===== src/hw/rtl/bcg_pkg.sv =====
// Shared types, constants and register indexes for the corner gradient generator.
package bcg_pkg;

    localparam int DEF_MAX_WIDTH     = 4096;
    localparam int DEF_MAX_HEIGHT    = 4096;
    localparam int DEF_FRACTION_BITS = 16;

    localparam int COORD_W    = 12;
    localparam int CHAN_W     = 8;
    localparam int RGB_W      = 24;
    localparam int SIZE_W     = 13;
    localparam int CFG_IDX_W  = 3;
    localparam int CFG_DATA_W = 24;
    localparam int CHANNELS   = 3;

    localparam logic [CFG_IDX_W-1:0] REG_TOP_LEFT     = 3'd0;
    localparam logic [CFG_IDX_W-1:0] REG_TOP_RIGHT    = 3'd1;
    localparam logic [CFG_IDX_W-1:0] REG_BOTTOM_LEFT  = 3'd2;
    localparam logic [CFG_IDX_W-1:0] REG_BOTTOM_RIGHT = 3'd3;
    localparam logic [CFG_IDX_W-1:0] REG_IMAGE_WIDTH  = 3'd4;
    localparam logic [CFG_IDX_W-1:0] REG_IMAGE_HEIGHT = 3'd5;

    typedef struct packed {
        logic [COORD_W-1:0] column;
        logic [COORD_W-1:0] row;
    } pixel_in_t;

    typedef struct packed {
        logic [CHAN_W-1:0] red;
        logic [CHAN_W-1:0] green;
        logic [CHAN_W-1:0] blue;
    } pixel_out_t;

    typedef struct packed {
        logic [RGB_W-1:0] top_left;
        logic [RGB_W-1:0] top_right;
        logic [RGB_W-1:0] bottom_left;
        logic [RGB_W-1:0] bottom_right;
    } corners_t;

endpackage


===== src/hw/rtl/bcg_div.sv =====
// Pipelined weight divider: clamps a coordinate and forms coord * 2^F / last, one bit a stage.
module bcg_div #(
    parameter int MAX_SIZE      = bcg_pkg::DEF_MAX_WIDTH,
    parameter int FRACTION_BITS = bcg_pkg::DEF_FRACTION_BITS
) (
    input  logic                              clk,
    input  logic                              rst_n,
    input  logic                              in_valid,
    input  logic [bcg_pkg::COORD_W-1:0]       coord,
    input  logic [$clog2(MAX_SIZE)-1:0]       last,
    output logic                              out_valid,
    output logic [FRACTION_BITS:0]            weight
);
    import bcg_pkg::*;

    localparam int LAST_W = $clog2(MAX_SIZE);
    localparam int RW     = LAST_W + 1;
    localparam int STEPS  = FRACTION_BITS + 1;

    logic [RW-1:0]            rem_reg [0:STEPS];
    logic [FRACTION_BITS:0]   q_reg   [1:STEPS];
    logic                     vld_reg [0:STEPS];
    logic [RW-1:0]            clamp_next;

    always_comb
    begin
        if (32'(coord) > 32'(last))
        begin
            clamp_next = {1'b0, last};
        end
        else
        begin
            clamp_next = RW'(coord);
        end
    end

    always_ff @(posedge clk or negedge rst_n)
    begin
        if (!rst_n)
        begin
            vld_reg[0] <= 1'b0;
        end
        else
        begin
            vld_reg[0] <= in_valid;
        end
    end

    always_ff @(posedge clk)
    begin
        rem_reg[0] <= clamp_next;
    end

    for (genvar k = 1; k <= STEPS; k++)
    begin : g_step
        logic [RW-1:0]          trial;
        logic                   ge;
        logic [RW-1:0]          rem_next;
        logic [FRACTION_BITS:0] q_next;

        if (k == 1)
        begin : g_first
            assign trial  = rem_reg[0];
            assign q_next = {{FRACTION_BITS{1'b0}}, ge};
        end
        else
        begin : g_rest
            assign trial  = {rem_reg[k-1][RW-2:0], 1'b0};
            assign q_next = {q_reg[k-1][FRACTION_BITS-1:0], ge};
        end

        assign ge       = trial >= {1'b0, last};
        assign rem_next = ge ? trial - {1'b0, last} : trial;

        always_ff @(posedge clk or negedge rst_n)
        begin
            if (!rst_n)
            begin
                vld_reg[k] <= 1'b0;
            end
            else
            begin
                vld_reg[k] <= vld_reg[k-1];
            end
        end

        always_ff @(posedge clk)
        begin
            rem_reg[k] <= rem_next;
            q_reg[k]   <= q_next;
        end
    end

    assign out_valid = vld_reg[STEPS];
    assign weight    = q_reg[STEPS];

    a_weight_in_range: assert property (@(posedge clk) disable iff (!rst_n)
        out_valid |-> weight <= {1'b1, {FRACTION_BITS{1'b0}}})
        else $error("weight above one");

    a_remainder_below_divisor: assert property (@(posedge clk) disable iff (!rst_n)
        out_valid |-> rem_reg[STEPS] < {1'b0, last})
        else $error("division remainder not below the divisor");

endmodule


===== config.mk =====
export PLATFORM = sky130hd
export DESIGN_NAME = bcg_div
export DESIGN_NICKNAME = d
export VERILOG_FILES = /design/src/hw/rtl/bcg_pkg.sv /design/src/hw/rtl/bcg_div.sv
export SDC_FILE = /design/constraint.sdc
export NUM_CORES = 1
export LEC_CHECK = 0
export BUFFER_PORTS_ARGS = -buffer_cell sky130_fd_sc_hd__buf_4
export CAP_MARGIN = 25
export CORE_MARGIN = 4
export CORE_UTILIZATION = 30
export CTS_BUF_LIST = sky130_fd_sc_hd__clkbuf_16
export CTS_CLUSTER_SIZE = 20
export DETAILED_ROUTE_END_ITERATION = 16
export GPL_ROUTABILITY_DRIVEN = 0
export PLACE_DENSITY = 0.57
export RECOVER_POWER = 50
export SKIP_CTS_REPAIR_TIMING = 1
export SYNTH_ARGS = -nofsm -noshare
export SYNTH_HDL_FRONTEND = slang
export SYNTH_SLANG_ARGS = --single-unit

===== constraint.sdc =====
create_clock -name clk -period 2.3 [get_ports clk]
set_input_delay 0.115 -clock clk [delete_from_list [all_inputs] [get_ports clk]]
set_output_delay 0.115 -clock clk [all_outputs]
set_load 0.03 [all_outputs]

==> results list <==
* Maximum number of pins on one net before global-route repair: 25
- For the worst setup path, the data arrival time is 2.81 ns.
* Worst Setup End Kind: flop
* Cell at the root of the clock tree: sky130_fd_sc_hd__clkbuf_16
- Failing checks: setup timing
- Clock tree synthesis inserted a total of 46 buffers.
- The initial antenna violation count came to 0.
* Starting density of the core: 0.303
* Dominant register cell in the synthesized netlist: sky130_fd_sc_hd__dfxtp_1
- Total global routing overflow: 0
* Boundary pin count: between 40 and 50
* Count of flip-flops with a built-in enable after synthesis: 0
* Via Count: between 15,000 and 20,000
- Place WS: -0.344 ns
- Each instance of the synthesized netlist takes up on average 10.0 µm².
- After detailed routing, the number of remaining DRC violations is 0.
- Share of the cycle needed by the critical path after routing: 1.03
* Worst r2r path cells: 10
- Setup skew after layout: 0.0243 ns
* Via count of the first global-routing pass: 15,300
- H-tree Lvls: 2
* Net total in the final layout: 2,571
* DR iter-0 viols: between 600 and 700
- Aggregate routed wire length: 49,200 µm
- Together, buffers and inverters on the worst path number 2.
- For this run, the detailed router's first-pass iteration total came to 6.
- Clk pwr share: 0.187
- Share of cells above drive strength 1: 0.301
- The tightest min-delay check is of the in2reg type.
* Endpoint required time on the critical path: 2.75 ns
- Across every metal layer, demand over resource in global routing totals 0.138.
- The later pin in the worst-skew pair is clocked with a latency of slightly below 0.6 ns.
- After clock tree synthesis, the clock-pin slew on the worst setup and hold paths is ~0.060 ns.
* DRT antenna net count: 0
- Synthesis handed over a netlist of 1,872 instances.
- CTS sink count: about 380
- Measured against its own limit, the worst slew margin works out to 0.491.
- Clock buffer depth: 3
- At the end of the flow the core is filled with cells to 0.414.
* Worst path cell trace: inv_2, fa_2, nor2b_2, o31a_1, nor2_2, o21ai_1, buf_4, mux2i_1, or4_1, mux2_4
- Post-synthesis instance area: roughly 0.019 mm²
- Final setup violating endpoints: 8
- Of all nets on the critical path, the largest fanout is 2.
- Flip-flop count of the largest register after layout: roughly 200
- Summed over all cells, the static leakage comes to 11.0 nW.
- Top Family by Delay on Critical Path: simple AND/OR/NAND/NOR gates
- For this design the ratio of total power to cell area is 1630 mW/mm².
- Distinct cells, synth: 69
- Via density per instance: 4.81
- Main area contributors after synthesis: sky130_fd_sc_hd__dfxtp_1 38%, sky130_fd_sc_hd__ha_1 14%, sky130_fd_sc_hd__mux2_2 6.3%, sky130_fd_sc_hd__o21ai_0 4.1%, sky130_fd_sc_hd__a21oi_1 4.0%
* Run status: complete, but fails checks
- Launch instance of the worst register-to-register path: rem_reg[15][0]
- Unrepaired setup endpoints after global routing: true
- Wirelength per Cell: around 15 µm
- Setup slack on the worst reg-to-reg path comes out at -0.06 ns.
* IO buf count: 44
- Counting instances, the worst hold path has a depth of 3.
- The Yosys step of the flow raised 0 warnings.
- The die is 258 µm wide.
- Excluding fillers, the count of instances in the completed layout stands at around 3,200.
- The critical path in this run is classified as reg2reg.
- STA classifies the critical path startpoint as a flop.
* Startpoint of the tightest hold check path: last[0]
- Post-detailed-placement half-perimeter wirelength: 34,700 µm
- Hold is met by 0.0271 ns.
- Overall die height: 258 µm
* Slowest cell on crit path: sky130_fd_sc_hd__or4_1
* Maximum resistive drop on vdd: 0.602 mV
- The final max-slew violation count came to 0.
* Final sum of negative setup slack: -0.273 ns
- Post-synthesis register bit count: between 300 and 400
* Worst setup margin: -0.0633 ns
- The number of nets in the synthesized netlist is between 2,000 and 2,500.
- The biggest area contributor in the post-synthesis netlist is sky130_fd_sc_hd__dfxtp_1.
- The count of final hold-check violations was 0.
* Fmax: 0.423 GHz
* Instance count after placement with tap cells included: between 3,000 and 4,000
- Cell internal power was estimated by the tool at 26.8 mW.
- Net load switching power: 14.9 mW
- Across the run, the number of max-cap violations was 0.
- Hold path endpoint: rem_reg[4][1]
- RR Endpoint: rem_reg[16][10]
- The share of total power dissipated in combinational logic is 0.544.
* Tmin final: 2.36 ns
* Portion of total power attributed to sequential cells: 0.269
* Post-route cell area: 0.0256 mm²
- Post-place instance area: 0.0227 mm²
* Synth top area share: 0.381
- The die covers 0.0665 mm².
- Of the total power, the share spent switching nets is 0.357.
- The area growth from synthesis to layout is 36.5%.
- Clock tree from TritonCTS: done
- The initialized floorplan defines 91 standard-cell rows.
* Sequential share of the synthesized area: 0.405
- Wire length of the first global-routing pass: 76,000 µm
* Slew at the pin with the worst max-slew slack: 0.761 ns
- After synthesis, the share of flip-flops with an asynchronous set or reset is 0.0480.
- The total area inside the core boundary comes to between 0.06 and 0.07 mm².
* Worst path max stage delay: around 0.4 ns
- The repair_antennas step left the layout with diodes totalling 0.
* Final total power: ~42 mW
[cells by family after synthesis]
kind of cell / share of synthesized area
AOI/OAI and AO/OA: 0.166
and+or+nand+nor: 0.117
DFF: 0.405
adders and majority gates: 0.161
muxes: 0.0765
xor gates and xnor gates: 0.0542
buffers and inverters: 0.0203
[tightest hold or removal path: stages]
cell                      delay, ns
sky130_fd_sc_hd__buf_4         0.16
sky130_fd_sc_hd__fa_2          0.22
sky130_fd_sc_hd__mux2i_1       0.06
[per-layer routing]
layer / track usage / vias up / wire length [µm]
met4: 0.0532 / 0 / 1780
met1: 0.167 / 7274 / 21800
li1: - / 7676 / -
met3: 0.0248 / 115 / 1750
met2: 0.243 / 272 / 23900
met5: 0 / - / 0
[worst max-delay path by stage]
| stage | start | endpoint | slack, ns | depth (start not counted) |
|---|---|---|---|---|
| 2_1_floorplan | last[1] | rem_reg[2][10] | -0.11 | 10 |
| 3_3_place_gp | last[2] | rem_reg[9][9] | -0.34 | 13 |
| 3_5_place_dp | last[2] | rem_reg[9][9] | -0.34 | 13 |
| 4_1_cts | rem_reg[15][0] | rem_reg[16][10] | -0.26 | 10 |
| 5_1_grt | rem_reg[15][0] | rem_reg[16][7] | -0.17 | 9 |
| 6_report | rem_reg[15][0] | rem_reg[16][10] | -0.06 | 10 |
[area by class of cell]
type | count | area, µm²
sequential | 375 | 7620
inverter | 67 | 283
clock buffer | 47 | 1180
clock inverter | 38 | 475
fill | 5922 | 36200
multi-input combinational | 1413 | 11600
timing repair buffer | 410 | 3380
tap | 837 | 1050
[power groups by stage]
stage / sequential, mW / clock, mW / combinational [mW]
2_1_floorplan: 10.9 / 0 / 13.7
6_report: 11.2 / 7.78 / 22.6
3_5_place_dp: 11.3 / 0 / 20.2
3_3_place_gp: 11.3 / 0 / 19.7
5_1_grt: 11.5 / 8.33 / 24.9
4_1_cts: 11.2 / 8.06 / 20.3
[synthesized netlist by cell type, drive strengths merged, types with 18 or more instances]
| master | n |
|---|---|
| dfrtp | 18 |
| nand4 | 25 |
| ha | 215 |
| o21a | 52 |
| mux2 | 112 |
| nor3 | 38 |
| or3 | 33 |
| nand2 | 98 |
| inv | 66 |
| nand2b | 22 |
| a21o | 20 |
| xnor2 | 76 |
| o21ai | 156 |
| nor2 | 115 |
| o31a | 26 |
| a21oi | 158 |
| nor2b | 54 |
| dfxtp | 357 |
| xor2 | 40 |
[placed cells by master (no fill, tap or decap), types with 30 or more instances in the layout]
| cell type | count |
|---|---|
| sky130_fd_sc_hd__o21a_1 | 52 |
| sky130_fd_sc_hd__a21oi_1 | 128 |
| sky130_fd_sc_hd__xnor2_1 | 76 |
| sky130_fd_sc_hd__o21ai_0 | 132 |
| sky130_fd_sc_hd__buf_4 | 334 |
| sky130_fd_sc_hd__inv_1 | 60 |
| sky130_fd_sc_hd__dfxtp_1 | 340 |
| sky130_fd_sc_hd__nor3_1 | 38 |
| sky130_fd_sc_hd__clkbuf_16 | 49 |
| sky130_fd_sc_hd__mux2_2 | 81 |
| sky130_fd_sc_hd__nand2_1 | 98 |
| sky130_fd_sc_hd__ha_1 | 194 |
| sky130_fd_sc_hd__nor2_1 | 111 |
| sky130_fd_sc_hd__xor2_1 | 40 |
| sky130_fd_sc_hd__nor2b_1 | 44 |
| sky130_fd_sc_hd__mux2_4 | 30 |
No activity file was read; power rests on OpenSTA's default activity.
