### src/hw/rtl/bcg_pkg.sv
// Shared types, constants and register indexes for the corner gradient generator.
package bcg_pkg;

    localparam int DEF_MAX_WIDTH     = 4096;
    localparam int DEF_MAX_HEIGHT    = 4096;
    localparam int DEF_FRACTION_BITS = 16;

    localparam int COORD_W    = 12;
    localparam int CHAN_W     = 8;
    localparam int RGB_W      = 24;
    localparam int SIZE_W     = 13;
    localparam int CFG_IDX_W  = 3;
    localparam int CFG_DATA_W = 24;
    localparam int CHANNELS   = 3;

    localparam logic [CFG_IDX_W-1:0] REG_TOP_LEFT     = 3'd0;
    localparam logic [CFG_IDX_W-1:0] REG_TOP_RIGHT    = 3'd1;
    localparam logic [CFG_IDX_W-1:0] REG_BOTTOM_LEFT  = 3'd2;
    localparam logic [CFG_IDX_W-1:0] REG_BOTTOM_RIGHT = 3'd3;
    localparam logic [CFG_IDX_W-1:0] REG_IMAGE_WIDTH  = 3'd4;
    localparam logic [CFG_IDX_W-1:0] REG_IMAGE_HEIGHT = 3'd5;

    typedef struct packed {
        logic [COORD_W-1:0] column;
        logic [COORD_W-1:0] row;
    } pixel_in_t;

    typedef struct packed {
        logic [CHAN_W-1:0] red;
        logic [CHAN_W-1:0] green;
        logic [CHAN_W-1:0] blue;
    } pixel_out_t;

    typedef struct packed {
        logic [RGB_W-1:0] top_left;
        logic [RGB_W-1:0] top_right;
        logic [RGB_W-1:0] bottom_left;
        logic [RGB_W-1:0] bottom_right;
    } corners_t;

endpackage

### src/hw/rtl/bcg_cfg.sv
// Configuration registers: corner colors and the last column and row index.
module bcg_cfg #(
    parameter int MAX_WIDTH  = bcg_pkg::DEF_MAX_WIDTH,
    parameter int MAX_HEIGHT = bcg_pkg::DEF_MAX_HEIGHT
) (
    input  logic                               clk,
    input  logic                               rst_n,
    input  logic                               cfg_we,
    input  logic [bcg_pkg::CFG_IDX_W-1:0]      cfg_index,
    input  logic [bcg_pkg::CFG_DATA_W-1:0]     cfg_data,
    output bcg_pkg::corners_t                  corners,
    output logic [$clog2(MAX_WIDTH)-1:0]       last_col,
    output logic [$clog2(MAX_HEIGHT)-1:0]      last_row
);
    import bcg_pkg::*;

    localparam int LW_W = $clog2(MAX_WIDTH);
    localparam int LH_W = $clog2(MAX_HEIGHT);

    corners_t              corners_reg, corners_next;
    logic [LW_W-1:0]       last_col_reg, last_col_next;
    logic [LH_W-1:0]       last_row_reg, last_row_next;

    function automatic logic [31:0] last_of(input logic [SIZE_W-1:0] size, input int max_size);
        logic [31:0] s;
        s = 32'(size);
        if (s < 32'd2)
        begin
            s = 32'd2;
        end
        if (s > 32'(max_size))
        begin
            s = 32'(max_size);
        end
        return s - 32'd1;
    endfunction

    always_comb
    begin
        corners_next  = corners_reg;
        last_col_next = last_col_reg;
        last_row_next = last_row_reg;
        if (cfg_we)
        begin
            case (cfg_index)
                REG_TOP_LEFT:     corners_next.top_left     = cfg_data[RGB_W-1:0];
                REG_TOP_RIGHT:    corners_next.top_right    = cfg_data[RGB_W-1:0];
                REG_BOTTOM_LEFT:  corners_next.bottom_left  = cfg_data[RGB_W-1:0];
                REG_BOTTOM_RIGHT: corners_next.bottom_right = cfg_data[RGB_W-1:0];
                REG_IMAGE_WIDTH:
                    last_col_next = LW_W'(last_of(cfg_data[SIZE_W-1:0], MAX_WIDTH));
                REG_IMAGE_HEIGHT:
                    last_row_next = LH_W'(last_of(cfg_data[SIZE_W-1:0], MAX_HEIGHT));
                default:
                begin
                end
            endcase
        end
    end

    always_ff @(posedge clk or negedge rst_n)
    begin
        if (!rst_n)
        begin
            corners_reg  <= '0;
            last_col_reg <= LW_W'(1);
            last_row_reg <= LH_W'(1);
        end
        else
        begin
            corners_reg  <= corners_next;
            last_col_reg <= last_col_next;
            last_row_reg <= last_row_next;
        end
    end

    assign corners  = corners_reg;
    assign last_col = last_col_reg;
    assign last_row = last_row_reg;

endmodule

### config.mk
export PLATFORM = sky130hd
export DESIGN_NAME = bcg_cfg
export DESIGN_NICKNAME = d
export VERILOG_FILES = /design/src/hw/rtl/bcg_pkg.sv /design/src/hw/rtl/bcg_cfg.sv
export SDC_FILE = /design/constraint.sdc
export NUM_CORES = 1
export LEC_CHECK = 0
export ABC_AREA = 1
export ABC_CLOCK_PERIOD_IN_PS = 800
export BUFFER_PORTS_ARGS = -buffer_cell sky130_fd_sc_hd__buf_2
export CAP_MARGIN = 20
export CORE_ASPECT_RATIO = 1.5
export CORE_UTILIZATION = 51
export CTS_BUF_LIST = sky130_fd_sc_hd__clkbuf_4 sky130_fd_sc_hd__clkbuf_8 sky130_fd_sc_hd__clkbuf_16
export DETAILED_ROUTE_END_ITERATION = 6
export GPL_TIMING_DRIVEN = 0
export PLACE_DENSITY = 0.8
export SYNTH_ARGS = -nofsm -noshare
export SYNTH_HDL_FRONTEND = slang
export SYNTH_SLANG_ARGS = --single-unit
### constraint.sdc
create_clock -name clk -period 0.8 [get_ports clk]
set_input_delay 0.24 -clock clk [delete_from_list [all_inputs] [get_ports clk]]
set_output_delay 0.24 -clock clk [all_outputs]
set_load 0.01 [all_outputs]
==> metrics, run 1 <==
status stopped before the end; Stopped at 5_1_grt; stop err [ERROR DPL-0038] Utilization greater than 100%, impossible to legalize; syn_nets 545; Synth cell types 26; hpwl dp 9570 um; Ports 150; worst_ep grt last_row[8]$_DFFE_PN0P_/D; dpl cells approximately 770; largest net degree at the start of global routing 75; placed cell area between 5000 and 6000 um2; CTS Buffer Depth 2; GPL Wtd Cong 0.908; Std-Cell Rows 42; DIE HEIGHT around 120 um; clock root cell clkbuf_16; Ys Warns 0; worst_ep kind register input; CTS sink count 120; Initial Utilization 53.0%; register area share after synthesis 63.5%; PortBufs roughly 150; Post-Syn Instances 514; CTS HTree Levels 4; Post-Syn Area 4730 um2; Synth Register Bits between 100 and 150; Die X-Extent 80.7 um; Num CTS Buffers 17; Syn Area/Cell 9.21 um2
## cell usage after synthesis
cell      count  share of area (%)
a31oi_1       2               0.26
and2_1        1               0.13
and3_1        1               0.13
buf_1         1              0.079
buf_4         4               0.63
buf_6         1               0.24
clkbuf_1     19                1.5
dfrtp_1     118                 62
dfstp_2       2                1.1
ha_1          1               0.26
inv_1        36                2.9
inv_2         2               0.16
nand2_1     164                 13
nand2_2       2               0.26
nand3_1      27                2.9
nand3_2       1               0.21
nand4_1       1               0.13
nor2_1       19                1.5
nor2_2        1               0.13
o21ai_0     102                 11
o21ai_1       2               0.21
o21ai_2       1               0.19
o22ai_1       2               0.26
o31ai_1       1               0.16
or2_2         1               0.13
xor2_1        2               0.37
## cell families after synthesis
logic type	Yosys count	synth area share, %
AO/OA/AOI/OAI	110	11.9
AND/OR/NAND/NOR	218	18.5
flip-flops	120	63.5
XOR/XNOR	2	0.370
buffers and inverters	63	5.47
adder cells (fa/ha/maj)	1	0.264
## metrics by stage
| stage | worst slack, ns | hold slack [ns] |
|---|---|---|
| 4_1_cts | -0.498 | -0.145 |
| 3_5_place_dp | -1.09 | 0.290 |
| 3_3_place_gp | -1.82 | 0.462 |
| 2_1_floorplan | -0.722 | -0.0556 |
## repair_timing
item,in CTS
hold endpoints to repair,44
endpoints found under the setup margin,226
setup buffers,68
cloned,5
gates resized for setup,101
pin swaps,27
==> run 2, diff against run 1 <==
--- a/config.mk
+++ b/config.mk
@@ -9,12 +9,10 @@
 export ABC_CLOCK_PERIOD_IN_PS = 800
 export BUFFER_PORTS_ARGS = -buffer_cell sky130_fd_sc_hd__buf_2
 export CAP_MARGIN = 20
-export CORE_ASPECT_RATIO = 1.5
-export CORE_UTILIZATION = 51
-export CTS_BUF_LIST = sky130_fd_sc_hd__clkbuf_4 sky130_fd_sc_hd__clkbuf_8 sky130_fd_sc_hd__clkbuf_16
+export CORE_UTILIZATION = 40
 export DETAILED_ROUTE_END_ITERATION = 6
 export GPL_TIMING_DRIVEN = 0
-export PLACE_DENSITY = 0.8
+export PLACE_DENSITY_LB_ADDON = 0.15
 export SYNTH_ARGS = -nofsm -noshare
 export SYNTH_HDL_FRONTEND = slang
 export SYNTH_SLANG_ARGS = --single-unit
==> run 2 against run 1 <==
  * The flow now finishes, with violations (hold timing, setup timing)
  * Synthesized cell count is the same
  * Synthesized area is the same
==> metrics, run 2 <==
status finished with violations (was stopped before the end); failing checks hold timing, setup timing; WL final approximately 17,000 um; Synth cell types 26 (unchanged); Std-Cell Rows 39 (was 42); Crit-path slowest cell and3_4; Largest register FFs 96; Rel. slew slack 66.6%; Peak Freq 0.738 GHz; ranking of synthesized cells by area dfrtp_1, nand2_1, o21ai_0 (unchanged); area leader, netlist dfrtp_1 (unchanged); DR iter-0 viols 268; nets around 820; max-cap viol count 0; final setup vio count 216; max-slew violation count 0; Max VDD drop about 2.0 mV; first-pass GRT wire length 23,100 um; Reg2Reg Launch Point last_col[6]; Period minus WS final ~1.4 ns; Worst EP required around 1.1 ns; Arrival @ worst endpoint 1.66 ns; worst stage delay on the critical path 0.17 ns; DIE HEIGHT 111 um (was 120 um); skew final 0 ns; worst path bufs/invs 2; Fin. Hold Viols between 40 and 50; Initial DRT Pass Iterations 4; Die X-Extent 111 um (was 80.7 um); hpwl dp 9710 um (was 9570 um); routed len/inst 17.8 um; clock slew at reported path FFs 0.05 ns; Startpoint Class primary input; commonest non-fill, non-tap cell in the layout dfrtp_1; Power Density 2590 nW/um2; Synth Register Bits 120 (unchanged); Num CTS Buffers 17 (unchanged); RSZ-0062 raised after global routing yes; Post-Syn Area 4730 um2 (unchanged); PortBufs 149 (unchanged); CP Max Fanout 4; Ports 150 (unchanged); clock root cell clkbuf_16 (unchanged); via count 4,712; Initial Utilization 41.3% (was 53.0%); number of global-route vias before repair between 4k and 5k; total global-route track usage approximately 24%; die area 12,300 um2; number of flops mapped to enable cells by yosys 0 (unchanged); DP Worst Slack -1.12 ns (was -1.09 ns); fraction of registers with async set/reset 100% (unchanged); Final Cycle Share 169%; Synth top area share 62.4% (unchanged); Final Instance Count excl. Fillers 940; drt drc 0; dpl cells 807 (was 774); CTS tree built; antenna cells 0; largest net degree at the start of global routing between 70 and 80; CTS sink count 120 (unchanged); GPL Wtd Cong 0.808 (was 0.908); Hold WC Path Type in2async; cells along the critical path buf_8 -> nor2_4 -> nand2_2 -> nor2_4 -> nand2_2 -> nand2_1 -> nand2_4 -> ha_4 -> and3_4 -> buf_4 -> nand3_2 -> o21ai_2 -> nand3_1 -> nand2_1; top-count cell post-synth nand2_1 (unchanged); total power 0.0220 W; FF-to-FF setup slack -0.14 ns; GR Overflow Total 0; CP delay by family, top simple AND/OR/NAND/NOR gates; Ys Warns 0 (unchanged); Post-Syn Instances 514 (unchanged); tightest hold margin -0.222 ns; most frequent cells in the layout dfrtp_1, buf_2, buf_4; most frequent cells after synthesis nand2_1, dfrtp_1, o21ai_0, inv_1, nand3_1 (unchanged); register area share after synthesis 63.5% (unchanged); area grow syn2layout 80.0%; Worst Setup End Kind flip-flop; setup ws final -0.554 ns; Syn Area/Cell 9.21 um2 (unchanged); Critical Path Start cfg_data[4]; syn_nets 545 (unchanged); vias per cell 5.01; Worst Tran Pin Value ~0.5 ns; Filler cells slightly below 800; share of layout cells above drive strength 1 62.0%; initial antenna violation count 0; ANT nets after route 0; Worst-Skew Late Latency between 0.4 and 0.5 ns; LEAKAGE 4.36 nW; CTS HTree Levels 4 (unchanged); CTS Buffer Depth 2 (unchanged); Synth Flop Type dfrtp_1 (unchanged); critical path type in2reg; core region area 11,500 um2
run 2: repair_timing:
item                                    CTS  global route
resized for setup                        78           210
buffers inserted                         60            37
endpoints found under the hold margin    48            48
cloned                                    2             8
pin swaps                                23            24
endpoints found under the setup margin  220           229
run 2: power by group:
group          internal (W)  leakage, nW  switching (W)  total (W)
clock               0.00544        0.304        0.00265    0.00809
combinational       0.00307         2.55        0.00284    0.00590
sequential          0.00725         1.51       0.000791    0.00805
total                0.0158         4.36        0.00628     0.0220
run 2: path summary, 6_finish.rpt:
check | end | cells after the start
worst max-delay path | last_col[10] | 14
worst min-delay path | corners[21] | 1
worst max register to register | last_col[6] | 4
worst min register to register | last_row[9] | 2
max in group asynchronous | corners[61] | 2
min in group clk | last_col[3] | 4
run 2: routing by layer:
metal	global-route usage [%]	part of all wire (%)	wire, um
met4	8.27	1.5	257
met5	0	0	0
met2	41.8	52	8760
met1	29.8	41	6810
met3	6.51	5.2	865
run 2: stage by stage:
stage          TNS [ns]  area [um2]  utilization [%]
6_report         -57.29        8520             74.3
3_3_place_gp    -286.02        5940             51.8
3_5_place_dp     -75.06        5970             52.1
4_1_cts          -54.74        7400             64.6
2_1_floorplan    -29.77        5010                -
5_1_grt          -65.16        8520             74.3
run 2: cell type report:
| class | instances | area, um2 | area share (%) |
|---|---|---|---|
| tap | 143 | 179 | 2.10 |
| sequential | 120 | 3010 | 35.3 |
| inverter | 38 | 166 | 1.95 |
| clock inverter | 8 | 143 | 1.67 |
| clock buffer | 24 | 482 | 5.66 |
| multi-input combinational | 331 | 2250 | 26.4 |
| buffer | 25 | 280 | 3.29 |
| timing repair buffer | 251 | 2020 | 23.7 |
run 2: logic make-up (layout without fill, tap and decap cells):
logic type               count (synthesis)  in the layout  share of synthesized area, %
XOR/XNOR                                 2              2                         0.370
AND/OR/NAND/NOR                        218            218                          18.5
adder cells (fa/ha/maj)                  1              1                         0.264
flip-flops                             120            120                          63.5
AO/OA/AOI/OAI                          110            110                          11.9
buffers and inverters                   63            346                          5.47
Power figures use the tool's default switching activity.
